===== src/hdl/otn_pkg.sv =====
`default_nettype none
package otn_pkg;

   // telnet command and option codes
   localparam logic [7:0] C_IAC  = 8'hFF;
   localparam logic [7:0] C_DONT = 8'hFE;
   localparam logic [7:0] C_DO   = 8'hFD;
   localparam logic [7:0] C_WONT = 8'hFC;
   localparam logic [7:0] C_WILL = 8'hFB;
   localparam logic [7:0] C_SB   = 8'hFA;
   localparam logic [7:0] C_SE   = 8'hF0;

   localparam logic [7:0] OPT_ECHO  = 8'd1;
   localparam logic [7:0] OPT_TTYPE = 8'd24;
   localparam logic [7:0] OPT_EOR   = 8'd25;
   localparam logic [7:0] OPT_NAWS  = 8'd31;

   localparam logic [7:0] TTYPE_IS   = 8'd0;
   localparam logic [7:0] TTYPE_SEND = 8'd1;

   // parser states
   localparam logic [3:0] ST_DATA      = 4'd0;
   localparam logic [3:0] ST_IAC       = 4'd1;
   localparam logic [3:0] ST_WILL      = 4'd2;
   localparam logic [3:0] ST_WONT      = 4'd3;
   localparam logic [3:0] ST_DO        = 4'd4;
   localparam logic [3:0] ST_DONT      = 4'd5;
   localparam logic [3:0] ST_SB        = 4'd6;
   localparam logic [3:0] ST_SBIAC     = 4'd7;
   localparam logic [3:0] ST_SBDATA    = 4'd8;
   localparam logic [3:0] ST_SBDATAIAC = 4'd9;

   // option table field codes
   localparam logic [1:0] K_DO   = 2'd1;
   localparam logic [1:0] K_DONT = 2'd2;
   localparam logic [1:0] K_WILL = 2'd1;
   localparam logic [1:0] K_WONT = 2'd2;

   // event kinds from the parser
   localparam logic [1:0] EV_DATA  = 2'd0;
   localparam logic [1:0] EV_OPT   = 2'd1;
   localparam logic [1:0] EV_TTYPE = 2'd2;

   // reply burst kinds
   localparam logic [1:0] BK_DATA   = 2'd0;
   localparam logic [1:0] BK_ANSWER = 2'd1;
   localparam logic [1:0] BK_NAWS   = 2'd2;
   localparam logic [1:0] BK_TTYPE  = 2'd3;

   // index of the final byte of each burst kind; terminal-type adds the name length to its fixed part
   localparam logic [3:0] LAST_DATA   = 4'd0;
   localparam logic [3:0] LAST_ANSWER = 4'd2;
   localparam logic [3:0] LAST_NAWS   = 4'd11;
   localparam logic [3:0] TTYPE_FIXED = 4'd5;

   // register indexes
   localparam logic [1:0] CSR_WIDTH    = 2'd0;
   localparam logic [1:0] CSR_HEIGHT   = 2'd1;
   localparam logic [1:0] CSR_NAME     = 2'd2;
   localparam logic [1:0] CSR_NAME_LEN = 2'd3;

   localparam int NAME_CHARS = 8;
   localparam int NAME_POS_W = (NAME_CHARS > 1) ? $clog2(NAME_CHARS) : 1;
   localparam int OPT_COUNT  = 256;

   typedef struct packed {
      logic [1:0] kind;
      logic [7:0] cmd;
      logic [7:0] val;
   } otn_event_type;

   typedef struct packed {
      logic       we;
      logic [7:0] addr;
      logic [7:0] data;
   } otn_wr_type;

endpackage
`default_nettype wire


===== src/hdl/otn_table.sv =====
`default_nettype none
module otn_table (
   input  wire logic               clock,
   input  wire logic               reset,
   input  wire logic               rd_en,
   input  wire logic [7:0]         rd_addr,
   input  wire otn_pkg::otn_wr_type wr,
   output logic [7:0]              rd_data
);
   import otn_pkg::*;

   logic [7:0]           mem [OPT_COUNT];
   logic [OPT_COUNT-1:0] valid_ff;
   logic [7:0]           rd_data_ff;
   logic                 rd_valid_ff;

   always_ff @(posedge clock) begin
      if (wr.we) begin
         mem[wr.addr] <= wr.data;
      end
      if (rd_en) begin
         rd_data_ff <= mem[rd_addr];
      end
   end

   always_ff @(posedge clock) begin
      if (reset) begin
         valid_ff    <= '0;
         rd_valid_ff <= 1'b0;
      end else begin
         if (wr.we) begin
            valid_ff[wr.addr] <= 1'b1;
         end
         if (rd_en) begin
            rd_valid_ff <= valid_ff[rd_addr];
         end
      end
   end

   // entries never written since reset read as cleared
   assign rd_data = rd_valid_ff ? rd_data_ff : 8'd0;

endmodule
`default_nettype wire


===== src/hdl/otn_parser.sv =====
`default_nettype none
module otn_parser (
   input  wire logic                  clock,
   input  wire logic                  reset,
   input  wire logic                  req_tvalid,
   output logic                       req_tready,
   input  wire logic [7:0]            req_tdata,
   input  wire logic                  take,
   output logic                       ev_valid,
   output otn_pkg::otn_event_type     ev
);
   import otn_pkg::*;

   logic [3:0]    state_ff, state_in;
   logic [7:0]    sb_opt_ff, sb_opt_in;
   logic [7:0]    sb_first_ff, sb_first_in;
   logic          sb_has_ff, sb_has_in;
   logic          s1_valid_ff, s1_valid_in;
   otn_event_type s1_ev_ff, s1_ev_in;
   logic          accept;
   logic          new_ev;
   otn_event_type new_ev_data;
   logic          ttype_send;

   assign req_tready = !s1_valid_ff || take;
   assign accept     = req_tvalid && req_tready;
   assign ttype_send = (sb_opt_ff == OPT_TTYPE) && sb_has_ff && (sb_first_ff == TTYPE_SEND);

   always_comb begin
      state_in         = state_ff;
      sb_opt_in        = sb_opt_ff;
      sb_first_in      = sb_first_ff;
      sb_has_in        = sb_has_ff;
      new_ev           = 1'b0;
      new_ev_data.kind = EV_DATA;
      new_ev_data.cmd  = C_WILL;
      new_ev_data.val  = req_tdata;
      case (state_ff)
         ST_DATA: begin
            if (req_tdata == C_IAC) begin
               state_in = ST_IAC;
            end else begin
               new_ev = 1'b1;
            end
         end
         ST_IAC: begin
            state_in = ST_DATA;
            case (req_tdata)
               C_IAC:  new_ev = 1'b1;
               C_WILL: state_in = ST_WILL;
               C_WONT: state_in = ST_WONT;
               C_DO:   state_in = ST_DO;
               C_DONT: state_in = ST_DONT;
               C_SB: begin
                  state_in  = ST_SB;
                  sb_has_in = 1'b0;
               end
               default: state_in = ST_DATA;
            endcase
         end
         ST_WILL, ST_WONT, ST_DO, ST_DONT: begin
            new_ev           = 1'b1;
            new_ev_data.kind = EV_OPT;
            case (state_ff)
               ST_WILL: new_ev_data.cmd = C_WILL;
               ST_WONT: new_ev_data.cmd = C_WONT;
               ST_DO:   new_ev_data.cmd = C_DO;
               default: new_ev_data.cmd = C_DONT;
            endcase
            state_in = ST_DATA;
         end
         ST_SB: begin
            if (req_tdata == C_IAC) begin
               state_in = ST_SBIAC;
            end else begin
               sb_opt_in = req_tdata;
               sb_has_in = 1'b0;
               state_in  = ST_SBDATA;
            end
         end
         ST_SBIAC: begin
            if (req_tdata == C_IAC) begin
               sb_opt_in = C_IAC;
               sb_has_in = 1'b0;
               state_in  = ST_SBDATA;
            end else begin
               state_in = ST_DATA;
            end
         end
         ST_SBDATA: begin
            if (req_tdata == C_IAC) begin
               state_in = ST_SBDATAIAC;
            end else if (!sb_has_ff) begin
               sb_first_in = req_tdata;
               sb_has_in   = 1'b1;
            end
         end
         ST_SBDATAIAC: begin
            case (req_tdata)
               C_IAC: begin
                  if (!sb_has_ff) begin
                     sb_first_in = C_IAC;
                     sb_has_in   = 1'b1;
                  end
                  state_in = ST_SBDATA;
               end
               C_SE: begin
                  new_ev           = ttype_send;
                  new_ev_data.kind = EV_TTYPE;
                  sb_opt_in        = 8'd0;
                  state_in         = ST_DATA;
               end
               C_SB: begin
                  new_ev           = ttype_send;
                  new_ev_data.kind = EV_TTYPE;
                  state_in         = ST_SB;
               end
               default: state_in = ST_DATA;
            endcase
         end
         default: state_in = ST_DATA;
      endcase
   end

   always_comb begin
      s1_valid_in = s1_valid_ff && !take;
      s1_ev_in    = s1_ev_ff;
      if (accept) begin
         s1_valid_in = new_ev;
         s1_ev_in    = new_ev_data;
      end
   end

   always_ff @(posedge clock) begin
      if (reset) begin
         state_ff    <= ST_DATA;
         sb_opt_ff   <= 8'd0;
         sb_first_ff <= 8'd0;
         sb_has_ff   <= 1'b0;
         s1_valid_ff <= 1'b0;
      end else begin
         if (accept) begin
            state_ff    <= state_in;
            sb_opt_ff   <= sb_opt_in;
            sb_first_ff <= sb_first_in;
            sb_has_ff   <= sb_has_in;
         end
         s1_valid_ff <= s1_valid_in;
      end
   end

   always_ff @(posedge clock) begin
      s1_ev_ff <= s1_ev_in;
   end

   assign ev_valid = s1_valid_ff;
   assign ev       = s1_ev_ff;

endmodule
`default_nettype wire


===== src/hdl/otn_reply.sv =====
`default_nettype none
module otn_reply (
   input  wire logic                   clock,
   input  wire logic                   reset,
   input  wire logic                   ev_valid,
   input  wire otn_pkg::otn_event_type ev,
   output logic                        take,
   input  wire logic [7:0]             tbl_rd_data,
   output otn_pkg::otn_wr_type         tbl_wr,
   input  wire logic [15:0]            window_width,
   input  wire logic [15:0]            window_height,
   input  wire logic [63:0]            term_name,
   input  wire logic [3:0]             term_name_len,
   output logic                        rsp_tvalid,
   input  wire logic                   rsp_tready,
   output logic [7:0]                  rsp_tdata,
   output logic                        rsp_tuser,
   output logic                        rsp_tlast
);
   import otn_pkg::*;

   logic                  busy_ff, busy_in;
   logic [1:0]            kind_ff, kind_in;
   logic [3:0]            idx_ff, idx_in;
   logic [3:0]            last_ff, last_in;
   logic [7:0]            cmd_ff, cmd_in;
   logic [7:0]            val_ff, val_in;

   logic                  grp_b;
   logic                  naws;
   logic [7:0]            reply_cmd;
   logic [1:0]            sent_code;
   logic [1:0]            got_code;
   logic [3:0]            nib_new;
   logic [3:0]            nib_old;
   logic                  send;
   logic                  produces;
   logic                  done;
   logic                  free;
   logic [3:0]            name_cnt;
   logic [3:0]            name_pos;
   logic [NAME_POS_W-1:0] name_sel;

   // table answer decision on the entry read at the option byte's transfer
   always_comb begin
      grp_b     = 1'b0;
      naws      = 1'b0;
      reply_cmd = C_DONT;
      sent_code = K_DONT;
      got_code  = K_WILL;
      case (ev.cmd)
         C_WILL: begin
            if (ev.val inside {OPT_ECHO, OPT_EOR}) begin
               reply_cmd = C_DO;
               sent_code = K_DO;
            end
         end
         C_WONT: begin
            got_code = K_WONT;
         end
         C_DO: begin
            grp_b    = 1'b1;
            got_code = K_DO;
            naws     = (ev.val == OPT_NAWS);
            if (ev.val inside {OPT_TTYPE, OPT_NAWS}) begin
               reply_cmd = C_WILL;
               sent_code = K_WILL;
            end else begin
               reply_cmd = C_WONT;
               sent_code = K_WONT;
            end
         end
         default: begin
            grp_b     = 1'b1;
            reply_cmd = C_WONT;
            sent_code = K_WONT;
            got_code  = K_DONT;
         end
      endcase
      nib_new = {got_code, sent_code};
      nib_old = grp_b ? tbl_rd_data[7:4] : tbl_rd_data[3:0];
      send    = naws || (nib_new != nib_old);
   end

   assign produces = (ev.kind != EV_OPT) || send;
   assign done     = busy_ff && rsp_tready && (idx_ff == last_ff);
   assign free     = !busy_ff || done;
   assign take     = ev_valid && (!produces || free);

   // no overlap hazard: IAC and a command byte come first, so the next option byte is read after this write
   assign tbl_wr.we   = take && (ev.kind == EV_OPT) && send;
   assign tbl_wr.addr = ev.val;
   assign tbl_wr.data = grp_b ? {nib_new, tbl_rd_data[3:0]} : {tbl_rd_data[7:4], nib_new};

   assign name_cnt = (term_name_len > 4'(NAME_CHARS)) ? 4'(NAME_CHARS) : term_name_len;

   always_comb begin
      busy_in = busy_ff;
      kind_in = kind_ff;
      idx_in  = idx_ff;
      last_in = last_ff;
      cmd_in  = cmd_ff;
      val_in  = val_ff;
      if (done) begin
         busy_in = 1'b0;
      end else if (busy_ff && rsp_tready) begin
         idx_in = idx_ff + 4'd1;
      end
      if (take && produces) begin
         busy_in = 1'b1;
         idx_in  = 4'd0;
         cmd_in  = reply_cmd;
         val_in  = ev.val;
         case (ev.kind)
            EV_DATA: begin
               kind_in = BK_DATA;
               last_in = LAST_DATA;
            end
            EV_TTYPE: begin
               kind_in = BK_TTYPE;
               last_in = TTYPE_FIXED + name_cnt;
            end
            default: begin
               kind_in = naws ? BK_NAWS : BK_ANSWER;
               last_in = naws ? LAST_NAWS : LAST_ANSWER;
            end
         endcase
      end
   end

   always_ff @(posedge clock) begin
      if (reset) begin
         busy_ff <= 1'b0;
      end else begin
         busy_ff <= busy_in;
      end
   end

   always_ff @(posedge clock) begin
      kind_ff <= kind_in;
      idx_ff  <= idx_in;
      last_ff <= last_in;
      cmd_ff  <= cmd_in;
      val_ff  <= val_in;
   end

   assign name_pos = idx_ff - 4'd4;
   assign name_sel = name_pos[NAME_POS_W-1:0];

   always_comb begin
      rsp_tdata = C_IAC;
      case (kind_ff)
         BK_DATA: rsp_tdata = val_ff;
         BK_ANSWER: begin
            case (idx_ff)
               4'd0:    rsp_tdata = C_IAC;
               4'd1:    rsp_tdata = cmd_ff;
               default: rsp_tdata = val_ff;
            endcase
         end
         BK_NAWS: begin
            case (idx_ff)
               4'd1:    rsp_tdata = C_WILL;
               4'd2:    rsp_tdata = OPT_NAWS;
               4'd4:    rsp_tdata = C_SB;
               4'd5:    rsp_tdata = OPT_NAWS;
               4'd6:    rsp_tdata = window_width[15:8];
               4'd7:    rsp_tdata = window_width[7:0];
               4'd8:    rsp_tdata = window_height[15:8];
               4'd9:    rsp_tdata = window_height[7:0];
               4'd11:   rsp_tdata = C_SE;
               default: rsp_tdata = C_IAC;
            endcase
         end
         default: begin
            if (idx_ff == last_ff) begin
               rsp_tdata = C_SE;
            end else if (idx_ff == last_ff - 4'd1) begin
               rsp_tdata = C_IAC;
            end else begin
               case (idx_ff)
                  4'd0:    rsp_tdata = C_IAC;
                  4'd1:    rsp_tdata = C_SB;
                  4'd2:    rsp_tdata = OPT_TTYPE;
                  4'd3:    rsp_tdata = TTYPE_IS;
                  default: rsp_tdata = term_name[name_sel*8 +: 8];
               endcase
            end
         end
      endcase
   end

   assign rsp_tvalid = busy_ff;
   assign rsp_tuser  = (kind_ff != BK_DATA);
   assign rsp_tlast  = (idx_ff == last_ff);

endmodule
`default_nettype wire


===== src/hdl/telnet_option_negotiator.sv =====
// channel   direction  tdata                   tuser           tlast
// req_      in         rx_byte [7:0]           -               -
// rsp_      out        out_byte [7:0]          dest [0]        last
// csr_      in         write, index [1:0], data [63:0]
//
// plain data and doubled IAC bytes pass at one byte per cycle while rsp_tready holds and no reply burst drains
// a byte's first result transfers after the parser event register and the reply burst registers
// option replies are 3 bytes long, window-size 12, terminal-type 6 to 14
// one byte more is parsed and held while a reply burst drains
// option table read at the option byte's transfer, written at the next edge or once unstalled
// reset needs no clearing pass: per-entry valid bits clear the option table
`default_nettype none
module telnet_option_negotiator (
   input  wire logic        clock,
   input  wire logic        reset,
   input  wire logic        req_tvalid,
   output logic             req_tready,
   input  wire logic [7:0]  req_tdata,   // rx_byte [7:0]
   output logic             rsp_tvalid,
   input  wire logic        rsp_tready,
   output logic [7:0]       rsp_tdata,   // out_byte [7:0]
   output logic             rsp_tuser,   // dest [0]
   output logic             rsp_tlast,
   input  wire logic        csr_we,
   input  wire logic [1:0]  csr_addr,
   input  wire logic [63:0] csr_wdata
);
   import otn_pkg::*;

   logic [15:0]   width_ff;
   logic [15:0]   height_ff;
   logic [63:0]   name_ff;
   logic [3:0]    name_len_ff;
   logic          take;
   logic          ev_valid;
   otn_event_type ev;
   logic [7:0]    tbl_rd_data;
   otn_wr_type    tbl_wr;

   always_ff @(posedge clock) begin
      if (reset) begin
         width_ff    <= 16'd80;
         height_ff   <= 16'd24;
         name_ff     <= 64'd0;
         name_len_ff <= 4'd0;
      end else if (csr_we) begin
         case (csr_addr)
            CSR_WIDTH:    width_ff    <= csr_wdata[15:0];
            CSR_HEIGHT:   height_ff   <= csr_wdata[15:0];
            CSR_NAME:     name_ff     <= csr_wdata;
            CSR_NAME_LEN: name_len_ff <= csr_wdata[3:0];
            default:      name_len_ff <= name_len_ff;
         endcase
      end
   end

   otn_parser u_parser (
      .clock      (clock),
      .reset      (reset),
      .req_tvalid (req_tvalid),
      .req_tready (req_tready),
      .req_tdata  (req_tdata),
      .take       (take),
      .ev_valid   (ev_valid),
      .ev         (ev)
   );

   otn_table u_table (
      .clock   (clock),
      .reset   (reset),
      .rd_en   (req_tvalid && req_tready),
      .rd_addr (req_tdata),
      .wr      (tbl_wr),
      .rd_data (tbl_rd_data)
   );

   otn_reply u_reply (
      .clock         (clock),
      .reset         (reset),
      .ev_valid      (ev_valid),
      .ev            (ev),
      .take          (take),
      .tbl_rd_data   (tbl_rd_data),
      .tbl_wr        (tbl_wr),
      .window_width  (width_ff),
      .window_height (height_ff),
      .term_name     (name_ff),
      .term_name_len (name_len_ff),
      .rsp_tvalid    (rsp_tvalid),
      .rsp_tready    (rsp_tready),
      .rsp_tdata     (rsp_tdata),
      .rsp_tuser     (rsp_tuser),
      .rsp_tlast     (rsp_tlast)
   );

endmodule
`default_nettype wire


===== config.mk =====
export PLATFORM = sky130hd
export DESIGN_NAME = telnet_option_negotiator
export DESIGN_NICKNAME = d
export VERILOG_FILES = /design/src/hdl/otn_pkg.sv /design/src/hdl/otn_table.sv /design/src/hdl/otn_parser.sv /design/src/hdl/otn_reply.sv /design/src/hdl/telnet_option_negotiator.sv
export SDC_FILE = /design/constraint.sdc
export NUM_CORES = 2
export LEC_CHECK = 0
export BUFFER_PORTS_ARGS = -buffer_cell sky130_fd_sc_hd__buf_4
export CAP_MARGIN = 20
export CORE_MARGIN = 4
export CORE_UTILIZATION = 45
export CTS_CLUSTER_DIAMETER = 150
export DETAILED_ROUTE_END_ITERATION = 12
export MAX_ROUTING_LAYER = met4
export PLACE_DENSITY_LB_ADDON = 0.2
export SLEW_MARGIN = 20
export SYNTH_ARGS = -nofsm -noshare
export SYNTH_HDL_FRONTEND = slang
export SYNTH_SLANG_ARGS = --single-unit

===== constraint.sdc =====
create_clock -name clock -period 34.7 [get_ports clock]
set_input_delay 0 -clock clock [delete_from_list [all_inputs] [get_ports clock]]
set_output_delay 0 -clock clock [all_outputs]
set_load 0.1 [all_outputs]

Word-level counts from Yosys, hierarchy flattened:

Memory sizes are Yosys's and may differ from the RTL's. A register that Yosys moved wholly into a read port is not among the register bits.
Cells that the tools add are included.

* reduce and logical (&&, ||, !) cells: 46
* shifts and indexed selects: 1
* eq/ne operators: 56
* order comparisons: 4
* mux-type cells: 60
* bitwise logic cells: 2
* $add $sub $neg: 4

Operator list (count)
* $or 256x256->256: 1
* $mux 8: 11
* $eq 8x8->1 const B: 10
* $pmux 8 s3: 3
* $pmux 8 s8: 1
* $shiftx 64x7->8: 1
* $eq 4x3->1 const B: 8
* $eq 8x5->1 const B: 4
* $pmux 8 s2: 2
* $pmux 8 s4: 1
* $mux 4: 7
* $pmux 4 s6: 1
* $eq 4x4->1 const B: 5
* $lt 8x9->1 const B: 2
* $eq 4x2->1 const B: 4
* $eq 8x1->1 const B: 2
* $mux 1: 16
* $pmux 4 s2: 2
* $pmux 3 s5: 1
* $mux 2: 6
* $ne 2x1->1 const B: 6
* $pmux 2 s2: 3
* $logic_and 1x1->1: 11
* $ne 2x2->1 const B: 5
* other kinds (32): 60

* bits of input ports: 79
* word-level logic and storage cells: 194
* output and inout bits: 12
* flip-flop bits (word level): 424
* memories kept: 1
* memory bits (writable): 2048

Memory list
* u_table.mem: words 256, width 8, read ports 1, clocked after Yosys merged registers in 1, wr ports 1, RTL line otn_table.sv:12 `logic [7:0] mem [OPT_COUNT];`

Depth between registers and ports, before layout:

* depth in word-level cells: 14
* gate-level depth with buffers: 13
* mapped depth without buffers: 10

Modules after synthesis:

Synthesis repeated with hierarchy kept, for this count alone.

* cell total of the unflattened synthesis: 5415
* area total of the unflattened synthesis: 96842.9 µm²

By module, submodules not included
* otn_table: instances 1, cells each 4513, sequential area each 66884.1 µm², area each 88006.9 µm²
* telnet_option_negotiator: instances 1, cells each 403, sequential area each 2001.9 µm², area each 4227.8 µm²
* otn_reply: instances 1, cells each 313, sequential area each 610.6 µm², area each 2812.7 µm²
* otn_parser: instances 1, cells each 186, sequential area each 830.8 µm², area each 1795.5 µm²

Worst setup path after synthesis:

OpenSTA, ideal clock, no wires.

* path kind: reg2reg
* start point: register u_parser.s1_ev_ff (netlist bit u_parser.ev[9])
* end point: memory u_table.mem[0][4] (data pin)
* path buffers: 1
* stages on the path, launching flop included: 5
* required time: 32.513 ns
* arrival: 11.240 ns
* clock period less this slack: 13.427 ns
* setup time: 2.187 ns
* slack: 21.273 ns
* path through: edfxtp_1 or3b_2 nor2b_1 clkbuf_1 o21ai_0

RTL lines
* start: declaration: RTL line otn_parser.sv:19 `otn_event_type s1_ev_ff, s1_ev_in;`
* start signal: assignment: RTL line otn_parser.sv:153 `s1_ev_ff <= s1_ev_in;`
* end: declaration: RTL line otn_table.sv:12

Worst setup path after layout:

* start point: register u_parser.s1_ev_ff (netlist bit u_parser.ev[7])
* end point: memory u_table.mem[217][6], enable pin

* word-level cells in the longest chain between the ends: 14
* elaborated cells between the ends (all ways): 20
* classes of those cells: eq/ne (5); mux (6); reduce/logical (9)

RTL lines
* $eq 8x5->1, or another cell as far along: RTL line otn_reply.sv:65 `if (ev.val inside {OPT_TTYPE, OPT_NAWS}) begin`
* $reduce_bool 2->1, on equally long branches: RTL line otn_reply.sv:65, otn_reply.sv:53
* $mux 2, on equally long branches: RTL line otn_reply.sv:65, otn_reply.sv:53
* $pmux 2 s2: RTL line otn_reply.sv:51 `case (ev.cmd)`
* $ne 4x4->1: RTL line otn_reply.sv:82 `send = naws || (nib_new != nib_old);`
* $logic_or 1x1->1: RTL line otn_reply.sv:82
* $logic_or 1x1->1: RTL line otn_reply.sv:85 `assign produces = (ev.kind != EV_OPT) || send;`
* $logic_not 1->1: RTL line otn_reply.sv:88 `assign take = ev_valid && (!produces || free);`
* $logic_or 1x1->1: RTL line otn_reply.sv:88
* $logic_and 1x1->1: RTL line otn_reply.sv:88
* $logic_and 1x1->1 (2 in a row): RTL line otn_reply.sv:91 `assign tbl_wr.we = take && (ev.kind == EV_OPT) && send;`
* $mux 1: RTL line otn_table.sv:18 `if (wr.we) begin`
* $mux 1 (not written as such): RTL line otn_table.sv:19 `mem[wr.addr] <= wr.data;`

Parallel ways exist; a longest one is shown, timed or not.

==> impl_metrics.tcl <==
set metrics [dict create \
    cts-root-buf "clkbuf_16" \
    yosysWarnings 0 \
    arrival_ns 6.74 \
    routed-via-count 51974 \
    pin_count_of_the_biggest_net_entering_global_routing 165 \
    drc 0 \
    cts_resized 0 \
    layout_setup_ws_ns 28.63 \
    ys_seq_elements 2470 \
    placement.cell_area_mm2 0.101 \
    post-place-ws_ns 28.72 \
    grt_setup_unrepaired "false" \
    worstPathCellList "or4b_1, nor2_1, nand3_1, and3_1, nor3_2, or2_4, buf_4, buf_4, nor3_1, buf_2" \
    finish.instance_area_mm2 0.112 \
    dpl.hpwl_um 156000 \
    fp.dieArea_mm2 0.222 \
    maxClockFrequency_mhz 165 \
    tightestPinTransition_ns 1.22 \
    cts.path.max_buffers 4 \
    cts.sink_count 2470 \
    timing.reg2reg.setup_slack_ns 28.63 \
    portBuffers 90 \
    post_synth_inst_count 5071 \
    insertion_delay_ns 0.94 \
    critical_path.most_common_cell "buf_4" \
    fp-row-count 169 \
    finalWorstPathRequiredPeriod_ns 6.07 \
    finalNetCount 5532 \
    detail_route.first_pass.iterations 6 \
    clk_pin_slew_worst_paths_ns 0.06 \
    synth_fp_nets 5156 \
    synth_sequential_area_ratio_pct 72.8 \
    grt.overflow.total 0 \
    synth.top_cells.by_area "edfxtp_1 65%, mux4_2 16%, dfxtp_1 8.0%, nand2_1 1.1%, o2bb2ai_1 1.0%" \
    slowest_delay_ns 0.93 \
    tritoncts "built" \
    numCtsBuffers 275 \
    status "finished clean" \
    most_frequent_cells_in_the_layout "2086 x edfxtp_1, 695 x mux4_2, 384 x dfxtp_1" \
    ir_worst_vdd_uv 51.1 \
    async_reset_ff_share_pct 0 \
    grt.total_usage_pct 24.2 \
    area_growth_pct 15.4 \
    floorplan.initialDensity_pct 45.4 \
    gp_congestion 0.875 \
    worst_setup_path_start_kind "flop" \
    drt-wirelength-per-cell_um 31.1 \
    synth.avg_cell_area_um2 19.1 \
    timing.final.crit_share_pct 17.5 \
    design.portCount 91 \
    relSlewSlack_pct 18.8 \
    drt_first_iter_violations 6017 \
    post-synth-top-area-fraction_pct 64.8 \
    synth-edff-count 2086 \
    finalPower_mw 6.35 \
    chipWidth_um 471 \
    required_ns 35.37 \
    wirelength_um 263000 \
    final.setup_skew_ns 0.0709 \
    drive_gt1_share_pct 25.6 \
    max_cap_violations 0 \
    setup-tns-final_ns 0 \
    setup.worst_path.class "flop to flop" \
    routed_via_density 6.13 \
    floorplan.die.height_um 471 \
    setup-violations-final 0 \
    timing_hold_violations_final 0 \
    synthSimpleGateAreaFrac_pct 3.98 \
    post_synth_mux_area_share_pct 16.7 \
    synth_compound_gate_area_share_pct 4.72 \
    crit_path_top_delay_cell "or4b_1" \
    postSynth.topFlopCell "edfxtp_1" \
    synth_adder_area_share_pct 0.0777 \
    critical_path_peak_fanout 53 \
    grt_first_pass_wirelength_um 380000 \
    via_count_of_the_first_global_routing_pass 51975 \
    mostFrequentLayoutCell "edfxtp_1" \
    detail-route-antenna-nets 0 \
    dominant_combinational_cell_family_by_area_after_synthesis "multiplexers" \
    leakage_nw 35.5 \
    antenna_found_initial 8 \
    power.density_mw_per_mm2 57.0 \
    core_area_mm2 0.213 \
    xor_and_xnor_fraction_of_the_mapped_netlist_area_pct 0.109 \
    mappedNetlistArea_mm2 0.0966 \
    critPathCaptureType "flop" \
    slew_violations 0 \
    cts_htree_levels 5 \
    hold_path_class "input port to flop" \
    netlist-cell-type-count 77 \
    synth.largest_area_cell "edfxtp_1" \
]
[power breakdown]
group          internal (mW)  total (mW)  switching (mW)
clock network           1.62        2.75            1.14
logic                  0.134       0.371           0.238
registers               3.22        3.23          0.0104
total                   4.97        6.35            1.39
[path summary, 6_finish.rpt]
path,from,endpoint,cells after the start
min,rsp_tready,u_reply.idx_ff[0]$_SDFFE_PP0P_,6
max reg2reg,u_parser.ev[7]$_DFFE_PP_,u_table.mem[217][6]$_DFFE_PP_,10
min reg2reg,height_ff[0]$_SDFFE_PP0P_,height_ff[0]$_SDFFE_PP0P_,2
max,u_parser.ev[7]$_DFFE_PP_,u_table.mem[217][6]$_DFFE_PP_,10
[cells in the mapped netlist, drive strengths merged (4+ instances only)]
cell / n
o221a: 8
and2: 8
o31ai: 5
o2bb2ai: 112
nand4: 11
a21o: 4
edfxtp: 2086
mux2i: 45
nor3b: 4
a21oi: 158
a211oi: 4
nand4b: 4
nand3b: 6
o21ai: 40
mux4: 695
a22o: 6
nand2b: 17
o21a: 128
nand3: 44
nor2b: 26
ha: 6
a31oi: 14
a221oi: 19
inv: 43
clkbuf: 220
and3: 6
dfxtp: 384
nand2: 284
mux2: 5
o211ai: 5
buf: 127
nor2: 212
nor3: 153
nor4: 7
a22oi: 95
xnor2: 4
or4: 4
or2: 8
xor2: 8
o22ai: 15
[area by class of cell]
| class | count | area, um2 |
|---|---|---|
| fill | 16622 | 101000 |
| sequential | 2470 | 70300 |
| multi-input combinational | 2210 | 25100 |
| clock buffer | 370 | 7650 |
| timing repair buffer | 446 | 4000 |
| tap | 2821 | 3530 |
| clock inverter | 102 | 762 |
| inverter | 44 | 173 |
| antenna | 12 | 30.0 |
[flip-flops by register name (all words and copies together) (netlist names), 8 cells and up]
name	cells
height_ff	16
name_ff	64
u_parser.ev	13
u_parser.sb_first_ff	8
u_parser.sb_opt_ff	8
u_reply.val_ff	8
u_table.mem	2048
u_table.rd_data_ff	8
u_table.valid_ff	256
width_ff	16
[stage by stage]
step	utilization, %	hold slack (ns)	std cells
2_1_floorplan	-	0.0989	5071
3_3_place_gp	47.4	0.253	7791
3_5_place_dp	47.5	0.258	7795
4_1_cts	52.3	0.0624	8463
5_1_grt	52.4	0.116	8469
6_report	52.4	0.124	8475
[layer usage]
layer	wire, um	vias to the layer above	GRT usage, %
li1	-	21544	-
met1	110000	27728	33.3
met2	125000	2257	36.7
met3	20900	445	5.02
met4	8230	0	7.47
met5	0	-	-
[what timing repair did]
action | in CTS | in global routing
setup buffers | 0 | 0
hold endpoints to repair | 149 | 0
hold buffers | 196 | 0
[cells by family (layout without fill, tap and decap cells)]
group                    Yosys count  count (layout)
flip-flops                      2470            2470
other                              0              12
AO/OA/AOI/OAI                    641             641
buffers and inverters            391             962
adder cells (fa/ha/maj)            6               6
multiplexers                     745             745
AND/OR/NAND/NOR                  806             806
XOR/XNOR                          12              12
[critical path: cells and delay by family (launching register included)]
kind	cells	cell delay, ns
buffers and inverters	3	1.84
flip-flops	1	0.53
AND/OR/NAND/NOR	7	3.29
Note: power is estimated with default switching activity, not from simulation.
